File: config.mk
export PLATFORM = sky130hd
export DESIGN_NAME = fling_gesture_detector_core
export DESIGN_NICKNAME = d
export VERILOG_FILES = /design/src/fgd_pkg.sv /design/src/fgd_div.sv /design/src/fgd_mul.sv /design/src/fling_gesture_detector_core.sv
export SDC_FILE = /design/constraint.sdc
export NUM_CORES = 2
export LEC_CHECK = 0
export BUFFER_PORTS_ARGS = -buffer_cell sky130_fd_sc_hd__buf_4
export CORE_MARGIN = 4
export CORE_UTILIZATION = 30
export CTS_CLUSTER_SIZE = 14
export DETAILED_ROUTE_END_ITERATION = 8
export MAX_ROUTING_LAYER = met4
export SKIP_CTS_REPAIR_TIMING = 1
export SLEW_MARGIN = 40
export SYNTH_ARGS = -nofsm -noshare
export SYNTH_HDL_FRONTEND = slang
export SYNTH_SLANG_ARGS = --single-unit
File: constraint.sdc
create_clock -name clock -period 10.05 [get_ports clock]
set_clock_uncertainty 0.05 [all_clocks]
set_input_delay 0.5025 -clock clock [delete_from_list [all_inputs] [get_ports clock]]
set_output_delay 0.5025 -clock clock [all_outputs]
set_load 0.1 [all_outputs]
File: src/fgd_pkg.sv
package fgd_pkg;

   localparam int DIV_W  = 40;
   localparam int DVSR_W = 32;
   localparam int MUL_AW = 24;
   localparam int MUL_BW = 16;
   localparam int MUL_W  = MUL_AW + MUL_BW;

   localparam logic [1:0] EV_PRESS   = 2'd0;
   localparam logic [1:0] EV_RELEASE = 2'd1;
   localparam logic [1:0] EV_MOVE    = 2'd2;

   localparam logic [2:0] CSR_MIN_VEL   = 3'd0;
   localparam logic [2:0] CSR_MAX_VEL   = 3'd1;
   localparam logic [2:0] CSR_DRAG_DIST = 3'd2;
   localparam logic [2:0] CSR_SCROLL_MS = 3'd3;
   localparam logic [2:0] CSR_PAUSE_MS  = 3'd4;

   localparam logic [23:0] VEL_SAT       = 24'hFFFFFF;
   localparam logic [16:0] MOVE_THRESH   = 17'd5;
   localparam logic [31:0] MS_PER_SEC    = 32'd1000;
   localparam logic [39:0] ROUND_HALF    = 40'd500;

   typedef logic signed [24:0] vel_type;

endpackage

File: src/fgd_div.sv
module fgd_div (
   input  logic                          clock,
   input  logic                          reset,
   input  logic                          start,
   input  logic [fgd_pkg::DIV_W-1:0]     dividend,
   input  logic [fgd_pkg::DVSR_W-1:0]    divisor,
   output logic                          done,
   output logic [fgd_pkg::DIV_W-1:0]     quotient
);
   import fgd_pkg::*;

   logic [DVSR_W:0]   rem_ff, rem_in, rem_sh;
   logic [DIV_W-1:0]  quo_ff, quo_in;
   logic [5:0]        cnt_ff, cnt_in;
   logic              busy_ff, busy_in;
   logic              done_ff, done_in;
   logic              fits;

   // restoring division, one quotient bit a cycle
   always_comb begin
      rem_sh  = {rem_ff[DVSR_W-1:0], quo_ff[DIV_W-1]};
      fits    = rem_sh >= {1'b0, divisor};
      rem_in  = rem_ff;
      quo_in  = quo_ff;
      cnt_in  = cnt_ff;
      busy_in = busy_ff;
      done_in = 1'b0;
      if (start) begin
         rem_in  = '0;
         quo_in  = dividend;
         cnt_in  = '0;
         busy_in = 1'b1;
      end else if (busy_ff) begin
         rem_in = fits ? rem_sh - {1'b0, divisor} : rem_sh;
         quo_in = {quo_ff[DIV_W-2:0], fits};
         cnt_in = cnt_ff + 6'd1;
         if (cnt_ff == 6'(DIV_W - 1)) begin
            busy_in = 1'b0;
            done_in = 1'b1;
         end
      end
   end

   always_ff @(posedge clock) begin
      if (reset) begin
         busy_ff <= 1'b0;
         done_ff <= 1'b0;
      end else begin
         busy_ff <= busy_in;
         done_ff <= done_in;
      end
      rem_ff <= rem_in;
      quo_ff <= quo_in;
      cnt_ff <= cnt_in;
   end

   assign done     = done_ff;
   assign quotient = quo_ff;
endmodule

File: src/fgd_mul.sv
module fgd_mul (
   input  logic                          clock,
   input  logic                          reset,
   input  logic                          start,
   input  logic [fgd_pkg::MUL_AW-1:0]    a,
   input  logic [fgd_pkg::MUL_BW-1:0]    b,
   output logic                          done,
   output logic [fgd_pkg::MUL_W-1:0]     product
);
   import fgd_pkg::*;

   logic [MUL_W-1:0]  acc_ff, acc_in, ash_ff, ash_in;
   logic [MUL_BW-1:0] bsh_ff, bsh_in;
   logic [4:0]        cnt_ff, cnt_in;
   logic              busy_ff, busy_in;
   logic              done_ff, done_in;

   // shift-add, one multiplier bit a cycle
   always_comb begin
      acc_in  = acc_ff;
      ash_in  = ash_ff;
      bsh_in  = bsh_ff;
      cnt_in  = cnt_ff;
      busy_in = busy_ff;
      done_in = 1'b0;
      if (start) begin
         acc_in  = '0;
         ash_in  = {{MUL_BW{1'b0}}, a};
         bsh_in  = b;
         cnt_in  = '0;
         busy_in = 1'b1;
      end else if (busy_ff) begin
         if (bsh_ff[0]) acc_in = acc_ff + ash_ff;
         ash_in = {ash_ff[MUL_W-2:0], 1'b0};
         bsh_in = {1'b0, bsh_ff[MUL_BW-1:1]};
         cnt_in = cnt_ff + 5'd1;
         if (cnt_ff == 5'(MUL_BW - 1)) begin
            busy_in = 1'b0;
            done_in = 1'b1;
         end
      end
   end

   always_ff @(posedge clock) begin
      if (reset) begin
         busy_ff <= 1'b0;
         done_ff <= 1'b0;
      end else begin
         busy_ff <= busy_in;
         done_ff <= done_in;
      end
      acc_ff <= acc_in;
      ash_ff <= ash_in;
      bsh_ff <= bsh_in;
      cnt_ff <= cnt_in;
   end

   assign done    = done_ff;
   assign product = acc_ff;
endmodule

File: src/fling_gesture_detector_core.sv
// fling detector for pointer events
// req channel: one beat per pointer event (press, release, move) with position
//   and a millisecond timestamp. rsp channel: exactly one beat per event; fling
//   is set only on a release that qualifies, else all fields are zero.
// csr port: write-only, takes effect at once; write only while idle.
// press, unknown kinds, releases that do not fling and other moves go straight to
//   the output write state. a move longer than 5 pixels during a press runs two
//   serial divisions (x then y) for the velocities. a fling release runs, per
//   axis, a serial multiply and a serial divide by 1000. one event is in work
//   at a time.
// the result sits in an output register, so the next event is taken while it
//   waits; a stalled receiver holds the block only when a second result is due.
// reset (synchronous, active high) clears the gesture state, loads the default
//   register values and empties the output.
module fling_gesture_detector_core (
   input  logic               clock,
   input  logic               reset,
   input  logic               req_valid,
   output logic               req_ready,
   input  logic [1:0]         req_type,
   input  logic signed [15:0] req_pos_x,
   input  logic signed [15:0] req_pos_y,
   input  logic [31:0]        req_now_ms,
   output logic               rsp_valid,
   input  logic               rsp_ready,
   output logic               rsp_fling,
   output logic signed [15:0] rsp_start_x,
   output logic signed [15:0] rsp_start_y,
   output logic signed [31:0] rsp_end_x,
   output logic signed [31:0] rsp_end_y,
   input  logic               csr_we,
   input  logic [2:0]         csr_index,
   input  logic [23:0]        csr_wdata
);
   import fgd_pkg::*;

   localparam logic [2:0] ST_IDLE  = 3'd0;
   localparam logic [2:0] ST_DIVX  = 3'd1;
   localparam logic [2:0] ST_DIVY  = 3'd2;
   localparam logic [2:0] ST_MULX  = 3'd3;
   localparam logic [2:0] ST_DVPX  = 3'd4;
   localparam logic [2:0] ST_MULY  = 3'd5;
   localparam logic [2:0] ST_DVPY  = 3'd6;
   localparam logic [2:0] ST_WRITE = 3'd7;

   logic [23:0] min_vel_ff, max_vel_ff, drag_min_ff;
   logic [15:0] scroll_ff, pause_ff;

   logic [2:0]         state_ff, state_in;
   logic               started_ff, started_in;
   logic signed [15:0] last_x_ff, last_x_in, last_y_ff, last_y_in;
   logic               pressed_ff, pressed_in;
   vel_type            vel_x_ff, vel_x_in, vel_y_ff, vel_y_in;
   logic [23:0]        drag_ff, drag_in;
   logic [31:0]        mark_ff, mark_in, elapsed_ff, elapsed_in;
   logic signed [16:0] dx_ff, dx_in, dy_ff, dy_in;
   logic [MUL_W-1:0]   prod_ff, prod_in;
   logic               fling_ff, fling_in;
   logic signed [31:0] end_x_ff, end_x_in, end_y_ff, end_y_in;

   logic               out_valid_ff;
   logic               out_fling_ff;
   logic signed [15:0] out_sx_ff, out_sy_ff;
   logic signed [31:0] out_ex_ff, out_ey_ff;
   logic               out_load;

   logic               div_start, div_done, mul_start, mul_done;
   logic [DIV_W-1:0]   div_dividend, div_q;
   logic [DVSR_W-1:0]  div_divisor;
   logic [MUL_AW-1:0]  mul_a;
   logic [MUL_W-1:0]   mul_p;

   logic signed [16:0] mv_dx, mv_dy;
   logic [15:0]        adx, ady;
   logic [16:0]        man;
   logic [24:0]        dsum;
   logic [31:0]        rel_elapsed;
   logic [23:0]        mag_x, mag_y, cmag_x, cmag_y;
   logic               fling_ok;
   logic [15:0]        dmag;
   logic [25:0]        dmag_k;
   logic [23:0]        qsat;
   vel_type            vnew;
   logic [31:0]        proj;
   logic signed [31:0] end_val;

   function automatic logic [23:0] vmag(input vel_type v);
      vel_type n;
      n = -v;
      return v[24] ? n[23:0] : v[23:0];
   endfunction

   function automatic logic [23:0] vclamp(input logic [23:0] m, input logic [23:0] lim);
      return (lim != '0 && m > lim) ? lim : m;
   endfunction

   function automatic vel_type vsign(input logic neg, input logic [23:0] m);
      vel_type p;
      p = vel_type'({1'b0, m});
      return neg ? -p : p;
   endfunction

   // csr writes
   always_ff @(posedge clock) begin
      if (reset) begin
         min_vel_ff  <= 24'd120;
         max_vel_ff  <= 24'd80;
         drag_min_ff <= 24'd40;
         scroll_ff   <= 16'd3000;
         pause_ff    <= 16'd300;
      end else if (csr_we) begin
         case (csr_index)
            CSR_MIN_VEL:   min_vel_ff  <= csr_wdata;
            CSR_MAX_VEL:   max_vel_ff  <= csr_wdata;
            CSR_DRAG_DIST: drag_min_ff <= csr_wdata;
            CSR_SCROLL_MS: if (csr_wdata[15:0] != '0) scroll_ff <= csr_wdata[15:0];
            CSR_PAUSE_MS:  pause_ff    <= csr_wdata[15:0];
            default: ;
         endcase
      end
   end

   assign req_ready = (state_ff == ST_IDLE);
   assign out_load  = (state_ff == ST_WRITE) && (!out_valid_ff || rsp_ready);

   always_comb begin
      mv_dx       = 17'(req_pos_x) - 17'(last_x_ff);
      mv_dy       = 17'(req_pos_y) - 17'(last_y_ff);
      adx         = mv_dx[16] ? 16'(-mv_dx) : mv_dx[15:0];
      ady         = mv_dy[16] ? 16'(-mv_dy) : mv_dy[15:0];
      man         = {1'b0, adx} + {1'b0, ady};
      dsum        = {1'b0, drag_ff} + 25'(man);
      rel_elapsed = req_now_ms - mark_ff;
      mag_x       = vmag(vel_x_ff);
      mag_y       = vmag(vel_y_ff);
      cmag_x      = vclamp(mag_x, max_vel_ff);
      cmag_y      = vclamp(mag_y, max_vel_ff);
      fling_ok    = pressed_ff && rel_elapsed <= {16'd0, pause_ff}
                    && drag_ff >= drag_min_ff
                    && (mag_x >= min_vel_ff || mag_y >= min_vel_ff);

      // delta magnitude times 1000 as 1024 - 16 - 8
      dmag   = (state_ff == ST_DIVY) ? (dy_ff[16] ? 16'(-dy_ff) : dy_ff[15:0])
                                     : (dx_ff[16] ? 16'(-dx_ff) : dx_ff[15:0]);
      dmag_k = {dmag, 10'd0} - {6'd0, dmag, 4'd0} - {7'd0, dmag, 3'd0};
      qsat   = (div_q > DIV_W'(VEL_SAT)) ? VEL_SAT : div_q[23:0];
      proj   = div_q[31:0];

      div_dividend = (state_ff == ST_DIVX || state_ff == ST_DIVY)
                     ? DIV_W'(dmag_k) : prod_ff + ROUND_HALF;
      div_divisor  = (state_ff == ST_DIVX || state_ff == ST_DIVY)
                     ? elapsed_ff : MS_PER_SEC;
      mul_a        = (state_ff == ST_MULY) ? vmag(vel_y_ff) : vmag(vel_x_ff);
      div_start    = !started_ff && (state_ff == ST_DIVX || state_ff == ST_DIVY
                     || state_ff == ST_DVPX || state_ff == ST_DVPY);
      mul_start    = !started_ff && (state_ff == ST_MULX || state_ff == ST_MULY);

      state_in   = state_ff;
      started_in = started_ff;
      last_x_in  = last_x_ff;
      last_y_in  = last_y_ff;
      pressed_in = pressed_ff;
      vel_x_in   = vel_x_ff;
      vel_y_in   = vel_y_ff;
      drag_in    = drag_ff;
      mark_in    = mark_ff;
      elapsed_in = elapsed_ff;
      dx_in      = dx_ff;
      dy_in      = dy_ff;
      prod_in    = prod_ff;
      fling_in   = fling_ff;
      end_x_in   = end_x_ff;
      end_y_in   = end_y_ff;
      vnew       = '0;
      end_val    = '0;

      if (div_start || mul_start) started_in = 1'b1;

      case (state_ff)
         ST_IDLE: begin
            if (req_valid) begin
               fling_in = 1'b0;
               end_x_in = '0;
               end_y_in = '0;
               state_in = ST_WRITE;
               case (req_type)
                  EV_PRESS: begin
                     last_x_in  = req_pos_x;
                     last_y_in  = req_pos_y;
                     pressed_in = 1'b1;
                     vel_x_in   = '0;
                     vel_y_in   = '0;
                     drag_in    = '0;
                     mark_in    = req_now_ms;
                  end
                  EV_RELEASE: begin
                     pressed_in = 1'b0;
                     if (fling_ok) begin
                        vel_x_in = vsign(vel_x_ff[24], cmag_x);
                        vel_y_in = vsign(vel_y_ff[24], cmag_y);
                        fling_in = 1'b1;
                        state_in = ST_MULX;
                     end
                  end
                  EV_MOVE: begin
                     if (pressed_ff) begin
                        drag_in   = dsum[24] ? VEL_SAT : dsum[23:0];
                        last_x_in = req_pos_x;
                        last_y_in = req_pos_y;
                        if (man > MOVE_THRESH) begin
                           elapsed_in = rel_elapsed;
                           mark_in    = req_now_ms;
                           dx_in      = mv_dx;
                           dy_in      = mv_dy;
                           state_in   = ST_DIVX;
                        end
                     end
                  end
                  default: ;
               endcase
            end
         end
         ST_DIVX, ST_DIVY: begin
            if (div_done) begin
               started_in = 1'b0;
               if (state_ff == ST_DIVX) begin
                  vnew     = (dx_ff == '0) ? '0 : vsign(dx_ff[16], qsat);
                  vel_x_in = vnew;
                  state_in = ST_DIVY;
               end else begin
                  vnew     = (dy_ff == '0) ? '0 : vsign(dy_ff[16], qsat);
                  vel_y_in = vnew;
                  state_in = ST_WRITE;
               end
            end
         end
         ST_MULX, ST_MULY: begin
            if (mul_done) begin
               started_in = 1'b0;
               prod_in    = mul_p;
               state_in   = (state_ff == ST_MULX) ? ST_DVPX : ST_DVPY;
            end
         end
         ST_DVPX, ST_DVPY: begin
            if (div_done) begin
               started_in = 1'b0;
               if (state_ff == ST_DVPX) begin
                  end_val  = vel_x_ff[24] ? 32'(last_x_ff) - signed'(proj)
                                          : 32'(last_x_ff) + signed'(proj);
                  end_x_in = end_val;
                  state_in = ST_MULY;
               end else begin
                  end_val  = vel_y_ff[24] ? 32'(last_y_ff) - signed'(proj)
                                          : 32'(last_y_ff) + signed'(proj);
                  end_y_in = end_val;
                  state_in = ST_WRITE;
               end
            end
         end
         ST_WRITE: begin
            if (out_load) state_in = ST_IDLE;
         end
         default: state_in = ST_IDLE;
      endcase
   end

   always_ff @(posedge clock) begin
      if (reset) begin
         state_ff     <= ST_IDLE;
         started_ff   <= 1'b0;
         last_x_ff    <= '0;
         last_y_ff    <= '0;
         pressed_ff   <= 1'b0;
         vel_x_ff     <= '0;
         vel_y_ff     <= '0;
         drag_ff      <= '0;
         mark_ff      <= '0;
         out_valid_ff <= 1'b0;
      end else begin
         state_ff   <= state_in;
         started_ff <= started_in;
         last_x_ff  <= last_x_in;
         last_y_ff  <= last_y_in;
         pressed_ff <= pressed_in;
         vel_x_ff   <= vel_x_in;
         vel_y_ff   <= vel_y_in;
         drag_ff    <= drag_in;
         mark_ff    <= mark_in;
         if (out_load) out_valid_ff <= 1'b1;
         else if (rsp_ready) out_valid_ff <= 1'b0;
      end
      elapsed_ff <= elapsed_in;
      dx_ff      <= dx_in;
      dy_ff      <= dy_in;
      prod_ff    <= prod_in;
      fling_ff   <= fling_in;
      end_x_ff   <= end_x_in;
      end_y_ff   <= end_y_in;
      if (out_load) begin
         out_fling_ff <= fling_ff;
         out_sx_ff    <= fling_ff ? last_x_ff : '0;
         out_sy_ff    <= fling_ff ? last_y_ff : '0;
         out_ex_ff    <= end_x_ff;
         out_ey_ff    <= end_y_ff;
      end
   end

   fgd_div u_div (
      .clock    (clock),
      .reset    (reset),
      .start    (div_start),
      .dividend (div_dividend),
      .divisor  (div_divisor),
      .done     (div_done),
      .quotient (div_q)
   );

   fgd_mul u_mul (
      .clock   (clock),
      .reset   (reset),
      .start   (mul_start),
      .a       (mul_a),
      .b       (scroll_ff),
      .done    (mul_done),
      .product (mul_p)
   );

   assign rsp_valid   = out_valid_ff;
   assign rsp_fling   = out_fling_ff;
   assign rsp_start_x = out_sx_ff;
   assign rsp_start_y = out_sy_ff;
   assign rsp_end_x   = out_ex_ff;
   assign rsp_end_y   = out_ey_ff;
endmodule

Word-level counts from Yosys, hierarchy flattened
Index checks and enable logic that the tools add are counted.
{"block": "word_totals", "out_inout_bits": 99, "elab_cells": 243, "inputBits": 98, "regBits": 699}
{"block": "op_classes", "add_sub_neg": 25, "bitwise": 2, "n_mux": 86, "eq_ne": 28, "order_cmp": 9, "n_reduce_logical": 54}
{"op": "$mux 32", "n": 11}
{"op": "$mux 25", "n": 14}
{"op": "$mux 24", "n": 10}
{"op": "$pmux 25 s2", "n": 4}
{"op": "$pmux 32 s2", "n": 3}
{"op": "$mux 16", "n": 9}
{"op": "$mux 40", "n": 3}
{"op": "$neg 24->25", "n": 3}
{"op": "$ge 24x24->1", "n": 3}
{"op": "$add 16x32->32", "n": 2}
{"op": "$neg 16->16", "n": 4}
{"op": "$pmux 16 s2", "n": 2}
{"op": "$sub 16x32->32", "n": 2}
{"op": "$sub 32x32->32", "n": 2}
{"op": "$gt 24x24->1", "n": 2}
{"op": "$neg 24->24", "n": 2}
{"op": "$pmux 24 s2", "n": 1}
{"op": "$add 40x40->40", "n": 1}
{"op": "$add 40x9->40 const B", "n": 1}
{"op": "$gt 40x24->1 const B", "n": 1}
{"op": "$logic_not 17->1", "n": 2}
{"op": "$sub 16x16->17", "n": 2}
{"op": "$ge 33x32->1", "n": 1}
{"op": "$le 32x16->1", "n": 1}
{"op": "41 further kinds", "n": 118}

Logic depth before layout (Yosys ltp)
{"block": "depth", "word_depth": 11, "depth_mapped": 39, "ltp_nobuf": 37}

By module
Synthesis repeated with hierarchy kept, for this count alone.
{"block": "unflattened", "cells_unflattened": 5809, "area_unflattened_um2": 50372.1}
{"module": "fling_gesture_detector_core", "instances": 1, "cells_each": 4598, "area_per_inst_um2": 38966.1}
{"module": "fgd_mul", "instances": 1, "cells_each": 641, "area_per_inst_um2": 6045.8}
{"module": "fgd_div", "instances": 1, "cells_each": 570, "area_per_inst_um2": 5360.1}

Least setup slack after synthesis
OpenSTA, ideal clock, no wires.
{"block": "synth_timing", "path_kind": "input port to flip-flop", "start": "input req_pos_y[0]", "end": "register dx_ff[0], enable pin", "path_slack_ns": 2.508, "t_required_ns": 9.569, "t_arrival_ns": 7.061, "setup_ns": 0.431, "path_buffers": 1, "stages": 27, "path_cell_list": "inv_1 > ha_1 > fa_1 > nor2b_1 > o21ai_0 > a21boi_0 > o21ai_0 > a21boi_0 > o2111ai_1 > a311oi_1 > o21ai_0 > a21boi_0 > a2bb2oi_1 > clkbuf_1 > nor2_1 > xnor2_1 > ha_1 > nor2b_1 > o21ai_0 > a21boi_1 > o31a_1 > o2111ai_1 > a31oi_1 > or4_1 > o21ai_0 > or4_1 > and2_1"}
{"block": "synth_via", "elab_chain_len": 6}
{"element": "start: declaration", "line": "fling_gesture_detector_core.sv:22", "rtl": "input logic signed [15:0] req_pos_y,"}
{"element": "$sub 16x16->17 *", "line": "fling_gesture_detector_core.sv:128", "rtl": "mv_dy = 17'(req_pos_y) - 17'(last_y_ff);"}
{"element": "$neg 16->16", "line": "fling_gesture_detector_core.sv:130", "rtl": "ady = mv_dy[16] ? 16'(-mv_dy) : mv_dy[15:0];"}
{"element": "$mux 16 *", "line": "fling_gesture_detector_core.sv:130"}
{"element": "$add 16x16->17 *", "line": "fling_gesture_detector_core.sv:131", "rtl": "man = {1'b0, adx} + {1'b0, ady};"}
{"element": "$gt 17x3->1 *", "line": "fling_gesture_detector_core.sv:210", "rtl": "if (man > MOVE_THRESH) begin"}
{"element": "$reduce_and 5->1 (no line) *"}
{"element": "end signal: assignment", "line": "fling_gesture_detector_core.sv:293", "rtl": "dx_ff <= dx_in;"}
{"element": "end: declaration", "line": "fling_gesture_detector_core.sv:56", "rtl": "logic signed [16:0] dx_ff, dx_in, dy_ff, dy_in;"}
Every way passes the cells marked *; elsewhere a longest branch is shown, timed or not.
A chain may end at the register's enable or synchronous reset.

Worst setup path in the final report
{"block": "layout_timing", "start": "register last_y_ff[0]", "end": "register drag_ff[7]"}
{"block": "layout_via", "elab_chain_len": 8}
{"element": "start: declaration", "line": "fling_gesture_detector_core.sv:51", "rtl": "logic signed [15:0] last_x_ff, last_x_in, last_y_ff, last_y_in;"}
{"element": "start signal: assignment", "line": "fling_gesture_detector_core.sv:283", "rtl": "last_y_ff <= last_y_in;"}
{"element": "$sub 16x16->17 *", "line": "fling_gesture_detector_core.sv:128"}
{"element": "$neg 16->16", "line": "fling_gesture_detector_core.sv:130"}
{"element": "$mux 16 *", "line": "fling_gesture_detector_core.sv:130"}
{"element": "$add 16x16->17 *", "line": "fling_gesture_detector_core.sv:131"}
{"element": "$add 24x17->25 *", "line": "fling_gesture_detector_core.sv:132", "rtl": "dsum = {1'b0, drag_ff} + 25'(man);"}
{"element": "$mux 24 *", "line": "fling_gesture_detector_core.sv:207", "rtl": "drag_in = dsum[24] ? VEL_SAT : dsum[23:0];"}
{"element": "$mux 24 *", "line": "fling_gesture_detector_core.sv:206", "rtl": "if (pressed_ff) begin"}
{"element": "$pmux 24 s2 *", "line": "fling_gesture_detector_core.sv:186", "rtl": "case (req_type)"}
{"element": "end signal: assignment", "line": "fling_gesture_detector_core.sv:287", "rtl": "drag_ff <= drag_in;"}
{"element": "end: declaration", "line": "fling_gesture_detector_core.sv:54", "rtl": "logic [23:0] drag_ff, drag_in;"}
Every way passes the cells marked *; elsewhere a longest branch is shown, timed or not. The select of a mux whose other input is x is not followed.

==> flow_summary.json <==
{
  "status": "finished clean",
  "drc": 0,
  "fin_ws_ns": 1.95,
  "worst_pin_slew_ns": 0.951,
  "via_per_inst": 5.22,
  "postSynthCellCount": 5683,
  "area_growth_pct": 13.8,
  "cts_buffers": 80,
  "root_buffer": "clkbuf_16",
  "core_um2": 161000,
  "cpMaxStageDelayCell": "and3_1",
  "max_slew_margin_pct": 36.1,
  "gp_congestion": 0.946,
  "die_x_um": 410,
  "cts_max_path_buffers": 3,
  "ir_drop_uv": 147,
  "track_usage_pct": 18.5,
  "num_rows": 147,
  "arrival_ns": 8.63,
  "ant_nets": 0,
  "clkTransAtPathRegs_ns": 0.07,
  "tns_ns": 0,
  "final_cell_mix": "768 x nand2_1, 508 x a21oi_1, 497 x nor2_1",
  "rrSetupSlack_ns": 1.95,
  "r2r-end": "drag_ff[7]",
  "grt_pass1_wl_um": 238000,
  "synth_fp_nets": 6210,
  "fmax_mhz": 124,
  "path_class": "register to register",
  "vias": 41800,
  "synth_seq_cells": 699,
  "syn_area_um2": 48500,
  "min_path_type": "input port to register",
  "nets": 6301,
  "drv_slew": 0,
  "post-place-cells": 7851,
  "grt_start_max_net_pins": 160,
  "start_kind": "register",
  "cts_tree": "built",
  "finalHoldViolCount": 0,
  "start_util_pct": 30.2,
  "clkLatencyLatePin_ns": 0.67,
  "cts_max_level": 3,
  "whs_path_depth": 3,
  "hold_ws_ns": 0.0391,
  "io_pins": 197,
  "clock-sinks": 699,
  "wl_per_cell_um": 19.6,
  "ys_async_sr_fraction_pct": 0,
  "grt_pass1_vias": 39700,
  "crit_path_frequent_cell": "o21ai_0",
  "synth_edf_count": 348,
  "wl_um": 157000,
  "setup_viol": 0,
  "final_util_pct": 34.4,
  "firstDrtPassIters": 5,
  "regToRegStartpoint": "last_y_ff[0]",
  "io_buffers": 196,
  "synth_warnings": 0,
  "place_hpwl_um": 120000,
  "fp.dieH_um": 410,
  "die_area_um2": 168000,
  "layout-drive-gt1-share_pct": 8.48,
  "r2r_cells": 35,
  "synth_ff_type": "dfxtp_1",
  "rsz0062_at_grt": "false",
  "drtIter0Drc": 3695,
  "ys_types": 93,
  "slowest_delay_ns": 0.68,
  "endpoint_kind": "register",
  "dpl_worst_slack_ns": 1.75,
  "ys_seq_area_share_pct": 36.0,
  "maxCapViolations": 0,
  "worstHoldStart": "req_pos_x[4]",
  "worstPathMaxFanout": 21,
  "syn_area_per_cell_um2": 8.54,
  "overflow": 0,
  "final_cells": 8003,
  "whs_endpoint": "last_x_ff[4]",
  "grt_antenna_before_repair": 5,
  "finalCritPeriodShare_pct": 80.6,
  "fin_crit_ns": 8.10,
  "p_leak_nw": 21.9,
  "cp.required_ns": 10.59,
  "cellPowerDensity_nw_per_um2": 252,
  "final_common_cell": "nand2_1"
}
==> cell type report <==
cell class                 count  area [um^2]
fill                       16600       105000
timing repair buffer         269         2100
antenna                        4         10.0
clock buffer                 112         2290
tap                         2160         2700
sequential                   699        17500
multi-input combinational   4417        29100
inverter                     307         1150
clock inverter                35          414
==> cells by family (layout without fill, tap and decap cells) <==
logic type	Yosys count	count (layout)	share of synthesized area (%)
AND/OR/NAND/NOR	1908	1908	17.9
flip-flops	699	699	36.0
AO/OA/AOI/OAI	1494	1494	19.1
buffers and inverters	567	723	4.41
adder cells (fa/ha/maj)	429	429	11.3
other	0	4	0
multiplexers	152	152	3.43
XOR/XNOR	434	434	7.83
==> state kept, by name, summed over array words and instances, names as in the netlist, 24 cells and up <==
| register | cells |
|---|---|
| vel_y_ff | 25 |
| min_vel_ff | 24 |
| end_y_ff | 32 |
| u_div.quotient | 40 |
| vel_x_ff | 25 |
| max_vel_ff | 24 |
| u_mul.product | 40 |
| drag_min_ff | 24 |
| drag_ff | 24 |
| u_div.rem_ff | 32 |
| rsp_end_x | 32 |
| u_mul.ash_ff | 40 |
| elapsed_ff | 32 |
| prod_ff | 40 |
| end_x_ff | 32 |
| rsp_end_y | 32 |
| mark_ff | 32 |
==> cells in the mapped netlist (17+ instances only) <==
| library cell | count | share of area, % |
|---|---|---|
| a211oi_1 | 56 | 0.87 |
| a21o_1 | 119 | 1.8 |
| a21oi_1 | 511 | 5.3 |
| a221oi_1 | 34 | 0.61 |
| a31oi_1 | 50 | 0.64 |
| and2_1 | 60 | 0.77 |
| and3_1 | 47 | 0.61 |
| buf_1 | 30 | 0.23 |
| clkbuf_1 | 226 | 1.7 |
| dfxtp_1 | 351 | 14 |
| edfxtp_1 | 348 | 22 |
| fa_1 | 18 | 0.74 |
| ha_1 | 411 | 11 |
| inv_1 | 306 | 2.4 |
| mux2i_1 | 132 | 2.7 |
| nand2_1 | 771 | 6.0 |
| nand2b_1 | 63 | 0.81 |
| nand3_1 | 71 | 0.73 |
| nand4_1 | 57 | 0.73 |
| nor2_1 | 502 | 3.9 |
| nor2b_1 | 47 | 0.61 |
| nor3_1 | 98 | 1.0 |
| nor3b_1 | 17 | 0.26 |
| nor4_1 | 47 | 0.61 |
| o211ai_1 | 37 | 0.57 |
| o21a_1 | 40 | 0.62 |
| o21ai_0 | 345 | 3.6 |
| o21bai_1 | 31 | 0.48 |
| o22ai_1 | 41 | 0.53 |
| o31ai_1 | 35 | 0.54 |
| o41ai_1 | 18 | 0.32 |
| or2_2 | 24 | 0.31 |
| or3_1 | 45 | 0.58 |
| or4_1 | 18 | 0.28 |
| xnor2_1 | 282 | 5.1 |
| xor2_1 | 152 | 2.7 |
==> report_power, final <==
part	internal (mW)	switching [mW]	total (mW)	leakage [nW]
combinational	2.58	4.20	6.78	14.5
sequential	3.60	0.464	4.06	6.09
clock	1.80	1.26	3.06	1.31
total	7.98	5.92	13.9	21.9
==> metal layers <==
metal / vias to the layer above / wire [um] / track usage, %
li1: 20500 / - / -
met3: 246 / 9010 / 2.12
met4: 0 / 6340 / 7.32
met1: 19800 / 70900 / 24.4
met5: - / 0 / -
met2: 1241 / 70200 / 29.0
==> worst max-delay path by stage <==
stage | start | end | slack (ns) | depth (start not counted)
after floorplan | req_pos_y[0] | dx_ff[0] | 2.51 | 27
after CTS | last_y_ff[0] | drag_ff[7] | 2.00 | 35
after global placement | req_pos_y[0] | drag_ff[19] | 1.78 | 37
after detailed placement | req_pos_y[0] | drag_ff[7] | 1.75 | 37
after global routing | last_y_ff[0] | drag_ff[17] | 1.06 | 35
final | last_y_ff[0] | drag_ff[7] | 1.95 | 35
==> stage by stage <==
stage	area [um^2]	power, mW
after floorplan	48500	8.97
after global placement	52400	10.7
after detailed placement	52500	10.8
after CTS	55200	13.9
after global routing	55300	14.9
final	55300	13.9
==> critical path: cells and delay by family (launching register included) <==
| kind | cells | cell delay [ns] |
|---|---|---|
| buffers and inverters | 1 | 0.26 |
| DFF | 1 | 0.34 |
| xor gates and xnor gates | 1 | 0.12 |
| adders and majority gates | 4 | 1.32 |
| AOI/OAI and AO/OA | 21 | 4.37 |
| and+or+nand+nor | 8 | 1.52 |
Power figures use the tool's default switching activity.
